$ cat config.mk
export PLATFORM = sky130hd
export DESIGN_NAME = pitch_pid_quad_motor_mixer
export DESIGN_NICKNAME = d
export VERILOG_FILES = /design/src/design/ppqm_pkg.sv /design/src/design/ppqm_mul.sv /design/src/design/ppqm_div.sv /design/src/design/ppqm_cfg.sv /design/src/design/pitch_pid_quad_motor_mixer.sv
export SDC_FILE = /design/constraint.sdc
export NUM_CORES = 2
export LEC_CHECK = 0
export BUFFER_PORTS_ARGS = -buffer_cell sky130_fd_sc_hd__buf_2
export CAP_MARGIN = 15
export CORE_MARGIN = 2
export CORE_UTILIZATION = 50
export CTS_BUF_LIST = sky130_fd_sc_hd__clkbuf_8
export DETAILED_ROUTE_END_ITERATION = 7
export GPL_ROUTABILITY_DRIVEN = 0
export PLACE_DENSITY_LB_ADDON = 0.05
export SYNTH_ARGS = -nofsm -noshare
export SYNTH_HDL_FRONTEND = slang
export SYNTH_SLANG_ARGS = --single-unit
$ cat constraint.sdc
create_clock -name clk -period 14.9 [get_ports clk]
set_clock_uncertainty 0.05 [all_clocks]
set_input_delay 2.98 -clock clk [delete_from_list [all_inputs] [get_ports clk]]
set_output_delay 2.98 -clock clk [all_outputs]
set_load 0.005 [all_outputs]
$ cat src/design/ppqm_pkg.sv
// ----------------------------------------------------------------------------
// ppqm_pkg
// Shared types, widths and constants for the pitch PID quad motor mixer.
// ----------------------------------------------------------------------------
package ppqm_pkg;

  // stream and register port widths
  localparam int InDataW  = 88;
  localparam int OutDataW = 56;
  localparam int AddrW    = 5;
  localparam int CfgDataW = 32;

  // field widths
  localparam int AngleW = 24;
  localparam int DtW    = 10;
  localparam int ChW    = 12;
  localparam int DutyW  = 10;
  localparam int SumW   = 12;
  localparam int GainW  = 16;
  localparam int IlimW  = 23;
  localparam int SlimW  = 11;

  // input word field offsets
  localparam int AngleLsb = 0;
  localparam int RateLsb  = 24;
  localparam int DtLsb    = 48;
  localparam int PchLsb   = 58;
  localparam int TchLsb   = 70;

  // shared multiplier and accumulator widths
  localparam int MulAW = 25;
  localparam int MulBW = 17;
  localparam int ProdW = 42;
  localparam int AccW  = 44;
  localparam int TruncW = AccW - 20;

  // shared divider: 40-bit magnitude, 4 quotient bits per cycle
  localparam int DivW     = 40;
  localparam int DivDenW  = 10;
  localparam int DivStep  = 4;
  localparam int DivIters = DivW / DivStep;
  localparam int DivCntW  = 4;

  // item kind carried on tuser
  typedef enum logic {
    OP_SENSOR = 1'b0,
    OP_RADIO  = 1'b1
  } op_t;

  // register index, byte address / 4
  typedef enum logic [2:0] {
    REG_P_GAIN    = 3'd0,
    REG_I_GAIN    = 3'd1,
    REG_D_GAIN    = 3'd2,
    REG_ILIMIT    = 3'd3,
    REG_SLIMIT    = 3'd4,
    REG_MIN_DUTY  = 3'd5,
    REG_MAX_DUTY  = 3'd6,
    REG_THR_GATE  = 3'd7
  } reg_idx_t;

  typedef struct packed {
    logic [GainW-1:0] p_gain;
    logic [GainW-1:0] i_gain;
    logic [GainW-1:0] d_gain;
    logic [IlimW-1:0] integral_limit;
    logic [SlimW-1:0] sum_limit;
    logic [DutyW-1:0] min_duty;
    logic [DutyW-1:0] max_duty;
    logic [DutyW-1:0] throttle_gate;
  } cfg_t;

  // register reset values
  localparam logic [GainW-1:0] RstPGain = 16'd24576;
  localparam logic [GainW-1:0] RstIGain = 16'd410;
  localparam logic [GainW-1:0] RstDGain = 16'd287;
  localparam logic [IlimW-1:0] RstIlim  = 23'd2560000;
  localparam logic [SlimW-1:0] RstSlim  = 11'd600;
  localparam logic [DutyW-1:0] RstMinDuty = 10'd10;
  localparam logic [DutyW-1:0] RstMaxDuty = 10'd900;
  localparam logic [DutyW-1:0] RstThrGate = 10'd10;

  // radio mapping constants
  localparam logic [MulBW-1:0]  SpMul    = 17'd2304;
  localparam logic signed [24:0] SpOff   = 25'sd5760050;
  localparam logic [MulBW-1:0]  ThrMul   = 17'd89;
  localparam logic signed [20:0] ThrOff  = 21'sd268000;
  localparam logic signed [20:0] ThrLo   = 21'sd1000;
  localparam logic signed [20:0] ThrHi   = 21'sd90000;
  localparam logic [DutyW-1:0]  ThrLoVal = 10'd10;
  localparam logic [DutyW-1:0]  ThrHiVal = 10'd900;

  // divisors
  localparam logic [DivDenW-1:0] DivIDen  = 10'd1000;
  localparam logic [DivDenW-1:0] DivSpDen = 10'd100;

endpackage

$ cat src/design/ppqm_mul.sv
// ----------------------------------------------------------------------------
// ppqm_mul
// Shared signed multiplier, 25 x 17 bits, product registered.
// ----------------------------------------------------------------------------
module ppqm_mul (
  input  logic                                clk,
  input  logic                                en,
  input  logic signed [ppqm_pkg::MulAW-1:0]   a,
  input  logic signed [ppqm_pkg::MulBW-1:0]   b,
  output logic signed [ppqm_pkg::ProdW-1:0]   product
);
  import ppqm_pkg::*;

  logic signed [ProdW-1:0] product_r;

  // product holds until the next issue
  always_ff @(posedge clk) begin
    if (en) begin
      product_r <= a * b;
    end
  end

  assign product = product_r;

endmodule

$ cat src/design/ppqm_div.sv
// ----------------------------------------------------------------------------
// ppqm_div
// Iterative restoring divider of an unsigned magnitude by a small constant,
// four quotient bits per cycle.
// ----------------------------------------------------------------------------
module ppqm_div (
  input  logic                              clk,
  input  logic                              rst_n,
  input  logic                              start,
  input  logic [ppqm_pkg::DivW-1:0]         dividend,
  input  logic [ppqm_pkg::DivDenW-1:0]      divisor,
  output logic                              busy,
  output logic [ppqm_pkg::DivW-1:0]         quotient,
  output logic                              rem_nz
);
  import ppqm_pkg::*;

  logic               busy_r;
  logic [DivCntW-1:0] cnt_r;
  logic [DivW-1:0]    num_r, num_nxt;
  logic [DivDenW-1:0] rem_r, rem_nxt;
  logic [DivDenW-1:0] den_r;

  // four restoring steps on the narrow remainder
  always_comb begin
    logic [DivDenW:0]   trial;
    logic [DivDenW-1:0] rem_v;
    logic [DivW-1:0]    num_v;
    rem_v = rem_r;
    num_v = num_r;
    for (int k = 0; k < DivStep; k++) begin
      trial = {rem_v, num_v[DivW-1]};
      if (trial >= {1'b0, den_r}) begin
        rem_v = DivDenW'(trial - {1'b0, den_r});
        num_v = {num_v[DivW-2:0], 1'b1};
      end else begin
        rem_v = trial[DivDenW-1:0];
        num_v = {num_v[DivW-2:0], 1'b0};
      end
    end
    num_nxt = num_v;
    rem_nxt = rem_v;
  end

  // control
  always_ff @(posedge clk) begin
    if (!rst_n) begin
      busy_r <= 1'b0;
      cnt_r  <= '0;
    end else if (start) begin
      busy_r <= 1'b1;
      cnt_r  <= '0;
    end else if (busy_r) begin
      cnt_r <= cnt_r + 1'b1;
      if (cnt_r == DivCntW'(DivIters - 1)) begin
        busy_r <= 1'b0;
      end
    end
  end

  // datapath
  always_ff @(posedge clk) begin
    if (start) begin
      num_r <= dividend;
      rem_r <= '0;
      den_r <= divisor;
    end else if (busy_r) begin
      num_r <= num_nxt;
      rem_r <= rem_nxt;
    end
  end

  assign busy     = busy_r;
  assign quotient = num_r;
  assign rem_nz   = |rem_r;

endmodule

$ cat src/design/ppqm_cfg.sv
// ----------------------------------------------------------------------------
// ppqm_cfg
// Configuration register file behind an APB-style port.
// ----------------------------------------------------------------------------
module ppqm_cfg (
  input  logic                            clk,
  input  logic                            rst_n,
  input  logic                            psel,
  input  logic                            penable,
  input  logic                            pwrite,
  input  logic [ppqm_pkg::AddrW-1:0]      paddr,
  input  logic [ppqm_pkg::CfgDataW-1:0]   pwdata,
  output logic [ppqm_pkg::CfgDataW-1:0]   prdata,
  output logic                            pready,
  output ppqm_pkg::cfg_t                  cfg
);
  import ppqm_pkg::*;

  cfg_t     cfg_r;
  reg_idx_t idx;

  assign idx = reg_idx_t'(paddr[AddrW-1:2]);

  // register writes on the access cycle
  always_ff @(posedge clk) begin
    if (!rst_n) begin
      cfg_r.p_gain         <= RstPGain;
      cfg_r.i_gain         <= RstIGain;
      cfg_r.d_gain         <= RstDGain;
      cfg_r.integral_limit <= RstIlim;
      cfg_r.sum_limit      <= RstSlim;
      cfg_r.min_duty       <= RstMinDuty;
      cfg_r.max_duty       <= RstMaxDuty;
      cfg_r.throttle_gate  <= RstThrGate;
    end else if (psel && penable && pwrite) begin
      case (idx)
        REG_P_GAIN:   cfg_r.p_gain         <= pwdata[GainW-1:0];
        REG_I_GAIN:   cfg_r.i_gain         <= pwdata[GainW-1:0];
        REG_D_GAIN:   cfg_r.d_gain         <= pwdata[GainW-1:0];
        REG_ILIMIT:   cfg_r.integral_limit <= pwdata[IlimW-1:0];
        REG_SLIMIT:   cfg_r.sum_limit      <= pwdata[SlimW-1:0];
        REG_MIN_DUTY: cfg_r.min_duty       <= pwdata[DutyW-1:0];
        REG_MAX_DUTY: cfg_r.max_duty       <= pwdata[DutyW-1:0];
        REG_THR_GATE: cfg_r.throttle_gate  <= pwdata[DutyW-1:0];
        default: ;
      endcase
    end
  end

  // read mux
  always_comb begin
    case (idx)
      REG_P_GAIN:   prdata = CfgDataW'(cfg_r.p_gain);
      REG_I_GAIN:   prdata = CfgDataW'(cfg_r.i_gain);
      REG_D_GAIN:   prdata = CfgDataW'(cfg_r.d_gain);
      REG_ILIMIT:   prdata = CfgDataW'(cfg_r.integral_limit);
      REG_SLIMIT:   prdata = CfgDataW'(cfg_r.sum_limit);
      REG_MIN_DUTY: prdata = CfgDataW'(cfg_r.min_duty);
      REG_MAX_DUTY: prdata = CfgDataW'(cfg_r.max_duty);
      REG_THR_GATE: prdata = CfgDataW'(cfg_r.throttle_gate);
      default:      prdata = '0;
    endcase
  end

  assign pready = 1'b1;
  assign cfg    = cfg_r;

endmodule

$ cat src/design/pitch_pid_quad_motor_mixer.sv
// ----------------------------------------------------------------------------
// pitch_pid_quad_motor_mixer
// Pitch PID step and four-motor mixer, sequenced over a shared multiplier
// and a shared constant divider.
// ----------------------------------------------------------------------------
// Usage
//   in_*  : one word per item; in_tuser is the kind (sensor or radio).
//           A radio word sets the pitch setpoint and throttle and gives no
//           result. A sensor word runs one PID step and gives one result.
//   out_* : one word per sensor item: four motor duties and the pid sum.
//   cfg_* : APB-style register port, pready always high, writes while idle.
// Sequence
//   A sensor word runs its products, the divide, truncation, sum limit and
//   mix, the result registered in the mix step; a radio word runs two
//   products and two divisions. The pace is set by the single multiplier,
//   used once per product, and the divider, four quotient bits a cycle.
//   One item is worked on at a time; in_tready is low meanwhile.
// Reset
//   Registers take their defaults; integral, setpoint and throttle clear.
// Stall
//   A finished result waits in the output register; a new item can be
//   accepted meanwhile, but the next result waits until out_tready.
// ----------------------------------------------------------------------------
module pitch_pid_quad_motor_mixer (
  input  logic                            clk,
  input  logic                            rst_n,
  // op
  input  logic [0:0]                      in_tuser,
  // pitch_angle, pitch_rate, elapsed_ms, pitch_channel, throttle_channel
  input  logic [ppqm_pkg::InDataW-1:0]    in_tdata,
  input  logic                            in_tvalid,
  output logic                            in_tready,
  // duty_front, duty_second, duty_third, duty_fourth, pid_sum
  output logic [ppqm_pkg::OutDataW-1:0]   out_tdata,
  output logic                            out_tvalid,
  input  logic                            out_tready,
  input  logic                            cfg_psel,
  input  logic                            cfg_penable,
  input  logic                            cfg_pwrite,
  input  logic [ppqm_pkg::AddrW-1:0]      cfg_paddr,
  input  logic [ppqm_pkg::CfgDataW-1:0]   cfg_pwdata,
  output logic [ppqm_pkg::CfgDataW-1:0]   cfg_prdata,
  output logic                            cfg_pready
);
  import ppqm_pkg::*;

  typedef enum logic [3:0] {
    S_IDLE, S_EDT, S_INT, S_P, S_I, S_D, S_DIV, S_TRUNC, S_LIM, S_MIX,
    S_RPCH, S_RTCH, S_RSDIV, S_RTDIV
  } state_t;

  cfg_t cfg;

  state_t                    state_r;
  logic                      out_tvalid_r;
  logic [OutDataW-1:0]       out_tdata_r;
  logic signed [AngleW-1:0]  integ_r;
  logic signed [AngleW-1:0]  setpoint_r;
  logic [DutyW-1:0]          throttle_r;
  logic signed [MulAW-1:0]   err_r;
  logic signed [AngleW-1:0]  rate_r;
  logic [DtW-1:0]            dt_r;
  logic [ChW-1:0]            pch_r;
  logic [ChW-1:0]            tch_r;
  logic signed [AccW-1:0]    acc_r;
  logic                      div_neg_r;
  logic signed [TruncW-1:0]  trunc_r;
  logic signed [SumW-1:0]    sum_r;

  logic                      mul_en;
  logic signed [MulAW-1:0]   mul_a;
  logic signed [MulBW-1:0]   mul_b;
  logic signed [ProdW-1:0]   prod;
  logic                      div_start;
  logic [DivW-1:0]           div_dividend;
  logic [DivDenW-1:0]        div_divisor;
  logic                      div_busy;
  logic [DivW-1:0]           quo;
  logic                      rem_nz;

  logic signed [AngleW-1:0]  in_angle;
  logic signed [AngleW-1:0]  in_rate;
  logic [DtW-1:0]            in_dt;
  logic [ProdW-1:0]          prod_abs;
  logic signed [ProdW:0]     integ_sum, lim_pos, lim_neg;
  logic signed [AngleW-1:0]  integ_new;
  logic signed [24:0]        sp_n;
  logic [24:0]               sp_abs;
  logic signed [20:0]        thr_t;
  logic signed [AccW-1:0]    i_term;
  logic signed [AngleW-1:0]  sp_new;
  logic [DutyW-1:0]          thr_new;
  logic signed [AccW-1:0]    acc_bias;
  logic signed [TruncW-1:0]  slim_pos, slim_neg, sum_lim;
  logic signed [12:0]        minus_side, plus_side;
  logic [DutyW-1:0]          d_minus, d_plus;

  // clamp to the duty limits, low limit tested first
  function automatic logic [DutyW-1:0] duty_clamp(input logic signed [12:0] x,
                                                  input logic [DutyW-1:0] lo,
                                                  input logic [DutyW-1:0] hi);
    logic [DutyW-1:0] r;
    if (x < $signed({3'b0, lo})) r = lo;
    else if (x > $signed({3'b0, hi})) r = hi;
    else r = x[DutyW-1:0];
    return r;
  endfunction

  ppqm_cfg u_cfg (
    .clk     (clk),
    .rst_n   (rst_n),
    .psel    (cfg_psel),
    .penable (cfg_penable),
    .pwrite  (cfg_pwrite),
    .paddr   (cfg_paddr),
    .pwdata  (cfg_pwdata),
    .prdata  (cfg_prdata),
    .pready  (cfg_pready),
    .cfg     (cfg)
  );

  ppqm_mul u_mul (
    .clk     (clk),
    .en      (mul_en),
    .a       (mul_a),
    .b       (mul_b),
    .product (prod)
  );

  ppqm_div u_div (
    .clk      (clk),
    .rst_n    (rst_n),
    .start    (div_start),
    .dividend (div_dividend),
    .divisor  (div_divisor),
    .busy     (div_busy),
    .quotient (quo),
    .rem_nz   (rem_nz)
  );

  // input word fields
  assign in_angle = $signed(in_tdata[AngleLsb +: AngleW]);
  assign in_rate  = $signed(in_tdata[RateLsb +: AngleW]);
  assign in_dt    = in_tdata[DtLsb +: DtW];

  // arithmetic around the shared units
  always_comb begin
    prod_abs  = prod[ProdW-1] ? ProdW'(-prod) : ProdW'(prod);
    // integral update and clamp
    integ_sum = $signed({{(ProdW + 1 - AngleW){integ_r[AngleW-1]}}, integ_r})
              + $signed({prod[ProdW-1], prod});
    lim_pos   = $signed({{(ProdW + 1 - IlimW){1'b0}}, cfg.integral_limit});
    lim_neg   = -lim_pos;
    if (integ_sum < lim_neg) integ_new = lim_neg[AngleW-1:0];
    else if (integ_sum > lim_pos) integ_new = lim_pos[AngleW-1:0];
    else integ_new = integ_sum[AngleW-1:0];
    // radio mapping
    sp_n   = SpOff - $signed(prod[24:0]);
    sp_abs = sp_n[24] ? 25'(-sp_n) : 25'(sp_n);
    thr_t  = ThrOff - $signed(prod[20:0]);
    // signed quotients from the magnitude divider
    i_term = div_neg_r ? -$signed({{(AccW - DivW){1'b0}}, quo})
                       : $signed({{(AccW - DivW){1'b0}}, quo});
    sp_new = div_neg_r ? AngleW'(-$signed(quo[AngleW-1:0]) - AngleW'(rem_nz))
                       : $signed(quo[AngleW-1:0]);
    if (thr_t < ThrLo) thr_new = ThrLoVal;
    else if (thr_t > ThrHi) thr_new = ThrHiVal;
    else thr_new = quo[DutyW-1:0];
    // sum to whole units, truncated toward zero
    acc_bias = acc_r + (acc_r[AccW-1] ? AccW'((1 << 20) - 1) : AccW'(0));
    slim_pos = $signed({{(TruncW - SlimW){1'b0}}, cfg.sum_limit});
    slim_neg = -slim_pos;
    if (trunc_r < slim_neg) sum_lim = slim_neg;
    else if (trunc_r > slim_pos) sum_lim = slim_pos;
    else sum_lim = trunc_r;
    // motor mix
    if (throttle_r > cfg.throttle_gate) begin
      minus_side = $signed({3'b0, throttle_r}) - $signed({sum_r[SumW-1], sum_r});
      plus_side  = $signed({3'b0, throttle_r}) + $signed({sum_r[SumW-1], sum_r});
    end else begin
      minus_side = $signed({3'b0, cfg.min_duty});
      plus_side  = $signed({3'b0, cfg.min_duty});
    end
    d_minus = duty_clamp(minus_side, cfg.min_duty, cfg.max_duty);
    d_plus  = duty_clamp(plus_side, cfg.min_duty, cfg.max_duty);
  end

  // shared unit operand selection
  always_comb begin
    mul_en       = 1'b0;
    mul_a        = err_r;
    mul_b        = '0;
    div_start    = 1'b0;
    div_dividend = prod_abs[DivW-1:0];
    div_divisor  = DivIDen;
    case (state_r)
      S_EDT: begin
        mul_en = 1'b1;
        mul_b  = $signed({{(MulBW - DtW){1'b0}}, dt_r});
      end
      S_INT: begin
        mul_en = 1'b1;
        mul_b  = $signed({1'b0, cfg.p_gain});
      end
      S_P: begin
        mul_en = 1'b1;
        mul_a  = $signed({integ_r[AngleW-1], integ_r});
        mul_b  = $signed({1'b0, cfg.i_gain});
      end
      S_I: begin
        mul_en    = 1'b1;
        mul_a     = $signed({rate_r[AngleW-1], rate_r});
        mul_b     = $signed({1'b0, cfg.d_gain});
        div_start = 1'b1;
      end
      S_RPCH: begin
        mul_en = 1'b1;
        mul_a  = $signed({{(MulAW - ChW){1'b0}}, pch_r});
        mul_b  = $signed(SpMul);
      end
      S_RTCH: begin
        mul_en       = 1'b1;
        mul_a        = $signed({{(MulAW - ChW){1'b0}}, tch_r});
        mul_b        = $signed(ThrMul);
        div_start    = 1'b1;
        div_dividend = {{(DivW - 25){1'b0}}, sp_abs};
        div_divisor  = DivSpDen;
      end
      S_RSDIV: begin
        div_start    = !div_busy;
        div_dividend = {{(DivW - 21){1'b0}}, thr_t};
        div_divisor  = DivSpDen;
      end
      default: ;
    endcase
  end

  // sequencer, state and output register
  always_ff @(posedge clk) begin
    if (!rst_n) begin
      state_r      <= S_IDLE;
      out_tvalid_r <= 1'b0;
      integ_r      <= '0;
      setpoint_r   <= '0;
      throttle_r   <= '0;
    end else begin
      if (out_tvalid_r && out_tready) begin
        out_tvalid_r <= 1'b0;
      end
      case (state_r)
        S_IDLE: begin
          if (in_tvalid) begin
            pch_r  <= in_tdata[PchLsb +: ChW];
            tch_r  <= in_tdata[TchLsb +: ChW];
            err_r  <= $signed({setpoint_r[AngleW-1], setpoint_r})
                    - $signed({in_angle[AngleW-1], in_angle});
            rate_r <= in_rate;
            dt_r   <= (in_dt == '0) ? DtW'(1) : in_dt;
            if (op_t'(in_tuser[0]) == OP_RADIO) state_r <= S_RPCH;
            else state_r <= S_EDT;
          end
        end
        S_EDT: state_r <= S_INT;
        S_INT: begin
          integ_r <= integ_new;
          state_r <= S_P;
        end
        S_P: begin
          acc_r   <= AccW'(prod);
          state_r <= S_I;
        end
        S_I: begin
          div_neg_r <= prod[ProdW-1];
          state_r   <= S_D;
        end
        S_D: begin
          acc_r   <= acc_r - AccW'(prod);
          state_r <= S_DIV;
        end
        S_DIV: begin
          if (!div_busy) begin
            acc_r   <= acc_r + i_term;
            state_r <= S_TRUNC;
          end
        end
        S_TRUNC: begin
          trunc_r <= acc_bias[AccW-1:20];
          state_r <= S_LIM;
        end
        S_LIM: begin
          sum_r   <= sum_lim[SumW-1:0];
          state_r <= S_MIX;
        end
        S_MIX: begin
          if (!out_tvalid_r || out_tready) begin
            out_tvalid_r <= 1'b1;
            out_tdata_r  <= {{(OutDataW - SumW - 4 * DutyW){1'b0}}, sum_r,
                             d_plus, d_minus, d_plus, d_minus};
            state_r      <= S_IDLE;
          end
        end
        S_RPCH: state_r <= S_RTCH;
        S_RTCH: begin
          div_neg_r <= sp_n[24];
          state_r   <= S_RSDIV;
        end
        S_RSDIV: begin
          if (!div_busy) begin
            setpoint_r <= sp_new;
            div_neg_r  <= 1'b0;
            state_r    <= S_RTDIV;
          end
        end
        S_RTDIV: begin
          if (!div_busy) begin
            throttle_r <= thr_new;
            state_r    <= S_IDLE;
          end
        end
        default: state_r <= S_IDLE;
      endcase
    end
  end

  assign in_tready  = (state_r == S_IDLE);
  assign out_tvalid = out_tvalid_r;
  assign out_tdata  = out_tdata_r;

endmodule

==> flow_summary.json <==
{
  "outcome": "complete, no violations",
  "wl_met3_mm": 12.1,
  "nFillCells": 9880,
  "postRouteWirelength_mm": 173,
  "dpl.hpwl_mm": 135,
  "area_delta_synth_final_pct": 7.35,
  "dominantRegCellSynth": "edfxtp_1",
  "core_area_um2": 104000,
  "vias": 45375,
  "postCtsSetupBuffers": 0,
  "synth_warnings": 0,
  "finalHoldViolCount": 0,
  "dpl.cell_count": 7559,
  "hold_class": "reg2reg",
  "dpl_worst_slack_ps": 4190,
  "die_x_um": 328,
  "yosys-top-cells-area": "edfxtp_1 (16%), fa_1 (15%), ha_1 (11%)",
  "met2_length_mm": 77.5,
  "worstSetupPathType": "reg2reg",
  "ir_drop_mv": 0.480,
  "grt-ovfl-total": 0,
  "core.rowCount": 118,
  "clock_latency_ps": 790,
  "synthArstFlopShare_pct": 0,
  "slowest_stage": "dfxtp_1",
  "fin_nets": 7274,
  "viasPerCell": 5.87,
  "final_cell_mix": "nand2_1 (766), inv_1 (742), nor2_1 (510)",
  "grt_max_degree": 88,
  "synth_edf_count": 280,
  "dr.first_iter.drc_count": 4175,
  "cp.arrival_ps": 11250,
  "cts.clk_slew.worst_paths_ps": 60,
  "drc_errors": 0,
  "rsz0062_at_grt": "no",
  "final_common_cell": "nand2_1",
  "slew_violations": 0,
  "cts_buffer_depth": 3,
  "leakage_nw": 25.0,
  "fin_ws_ps": 4100,
  "max_stage_delay_ps": 720,
  "holdBufCountCts": 0,
  "place.port_buffers": 192,
  "avgSynthCellArea_um2": 8.41,
  "max_slew_margin_pct": 21.0,
  "finalCritPeriodShare_pct": 72.5,
  "root_buffer": "clkbuf_8",
  "firstDrtPassIters": 8,
  "antenna_found_initial": 4,
  "cts_tree": "yes",
  "max_slew.worst_pin.slew_ps": 1180,
  "ioPinCount": 224,
  "critPathTopFamily": "compound AO/OA/AOI/OAI gates",
  "die-area_um2": 108000,
  "grt_pass1_vias": 43997,
  "p_per_area_nw_per_um2": 217,
  "setup_violations": 0,
  "die_h_um": 328,
  "final.setup.tns_ps": 0,
  "drt-met1-wl_mm": 74.5,
  "synth_seq_cells": 470,
  "cts-buffers-inserted": 89,
  "crit_buf_inv": 4,
  "startpoint_type": "flip-flop",
  "cts_sinks": 470,
  "final_cells": 7727,
  "path_max_fanout": 26,
  "syn_area_um2": 52500,
  "top_layer": "met4",
  "max_freq_mhz": 92.6,
  "start_util_pct": 50.6,
  "syn_inst": 6240,
  "final_core_util_pct": 54.3,
  "synth_largest_area_cell": "edfxtp_1",
  "synth_seq_area_share_pct": 23.3,
  "post_cts_resized": 0,
  "maxCapViolCount": 0,
  "period_needed_ps": 10800,
  "avgRoutedWirePerCell_um": 22.3,
  "critPathCaptureType": "flip-flop",
  "synth_cell_types": 93,
  "cts.htree.levels": 3,
  "hold_ws_ps": 417,
  "crit_required_ps": 15350,
  "ant_nets": 0,
  "yosysTopAreaCellShare_pct": 16.0,
  "drive_above_1_share_pct": 7.71,
  "track_usage_pct": 32.0,
  "critPathMostFrequentCell": "fa_1",
  "grt_pass1_wl_mm": 263
}
-- registers in the layout, summed over array words and instances (netlist names) --
name            flops
acc_r              44
div_neg_r           1
dt_r               10
err_r              25
integ_r            24
out_tdata          32
out_tvalid          1
pch_r              12
rate_r             24
setpoint_r         24
state_r             4
sum_r              12
tch_r              12
throttle_r         10
trunc_r            24
u_cfg.cfg         112
u_div.busy          1
u_div.cnt_r         4
u_div.den_r         2
u_div.quotient     40
u_div.rem_r        10
u_mul.product      42
-- area by class of cell --
class                      instances  area, um2  share of cell area, %
multi-input combinational       4732      36400                   64.6
clock inverter                    64        417                  0.740
sequential                       470      12200                   21.7
tap                             1380       1730                   3.07
clock buffer                     102       1400                   2.49
antenna                            2       5.00                0.00888
timing repair buffer             263       1500                   2.66
inverter                         714       2680                   4.76
-- worst register-to-register path: cells and delay by family, from the launching register on --
kind                       cells  cell delay (ps)
AOI/OAI and AO/OA             13             4140
xor gates and xnor gates       1              160
DFF                            1              720
buffers and inverters          4              620
and+or+nand+nor                6             1380
adders and majority gates      7             3460
-- through the flow --
stage                     power, mW  instance area [um2]
after floorplan                8.51                52500
after global placement         10.7                54500
after detailed placement       10.8                54500
after CTS                      12.2                56300
after global routing           13.4                56300
final                          12.2                56300
-- layer usage --
layer | global-route usage (%) | vias up
met2 | 50.8 | 1680
met4 | 14.1 | 0
met5 | 0 | -
met1 | 43.6 | 22015
li1 | - | 21352
met3 | 4.25 | 328
-- Yosys cell counts, types with 34 or more instances --
library cell / n
a211oi_1: 60
a21o_1: 90
a21oi_1: 402
a22oi_1: 61
and2_1: 50
and3_1: 43
buf_4: 34
clkbuf_1: 278
dfxtp_1: 190
edfxtp_1: 280
fa_1: 400
ha_1: 471
inv_1: 712
mux2i_1: 87
nand2_1: 766
nand2b_1: 83
nand3_1: 123
nand4_1: 46
nor2_1: 514
nor2b_1: 75
nor3_1: 130
o211ai_1: 38
o21a_1: 57
o21ai_0: 304
o21bai_1: 35
or3_1: 57
xnor2_1: 278
xor2_1: 104
-- kinds of logic (layout without fill, tap and decap cells) --
family          Yosys count  count (layout)  share of synthesized area, %
other cells               2              16                        0.0143
mux                     109             109                          2.26
buf+inv                1050            1143                          7.78
xor+xnor                382             382                          6.38
compound gates         1342            1342                          16.2
fa+ha+maj               871             871                          26.5
simple gates           2014            2014                          17.7
flops                   470             470                          23.3
-- power breakdown --
group          internal (mW)  switching (mW)
logic                   3.38            5.29
clock network          0.702           0.638
registers               1.76           0.460
total                   5.84            6.39
-- path summary, 6_finish.rpt --
kind	slack (ps)	cells past startpoint	start	endpoint
setup / recovery	4100	31	state_r[1]$_SDFFE_PN0P_	u_mul.product[39]$_DFFE_PN_
hold / removal	420	2	setpoint_r[4]$_SDFFE_PN0P_	setpoint_r[4]$_SDFFE_PN0P_
setup reg to reg	4100	31	state_r[1]$_SDFFE_PN0P_	u_mul.product[39]$_DFFE_PN_
hold reg to reg	420	2	setpoint_r[4]$_SDFFE_PN0P_	setpoint_r[4]$_SDFFE_PN0P_
Power figures use the tool's default switching activity.
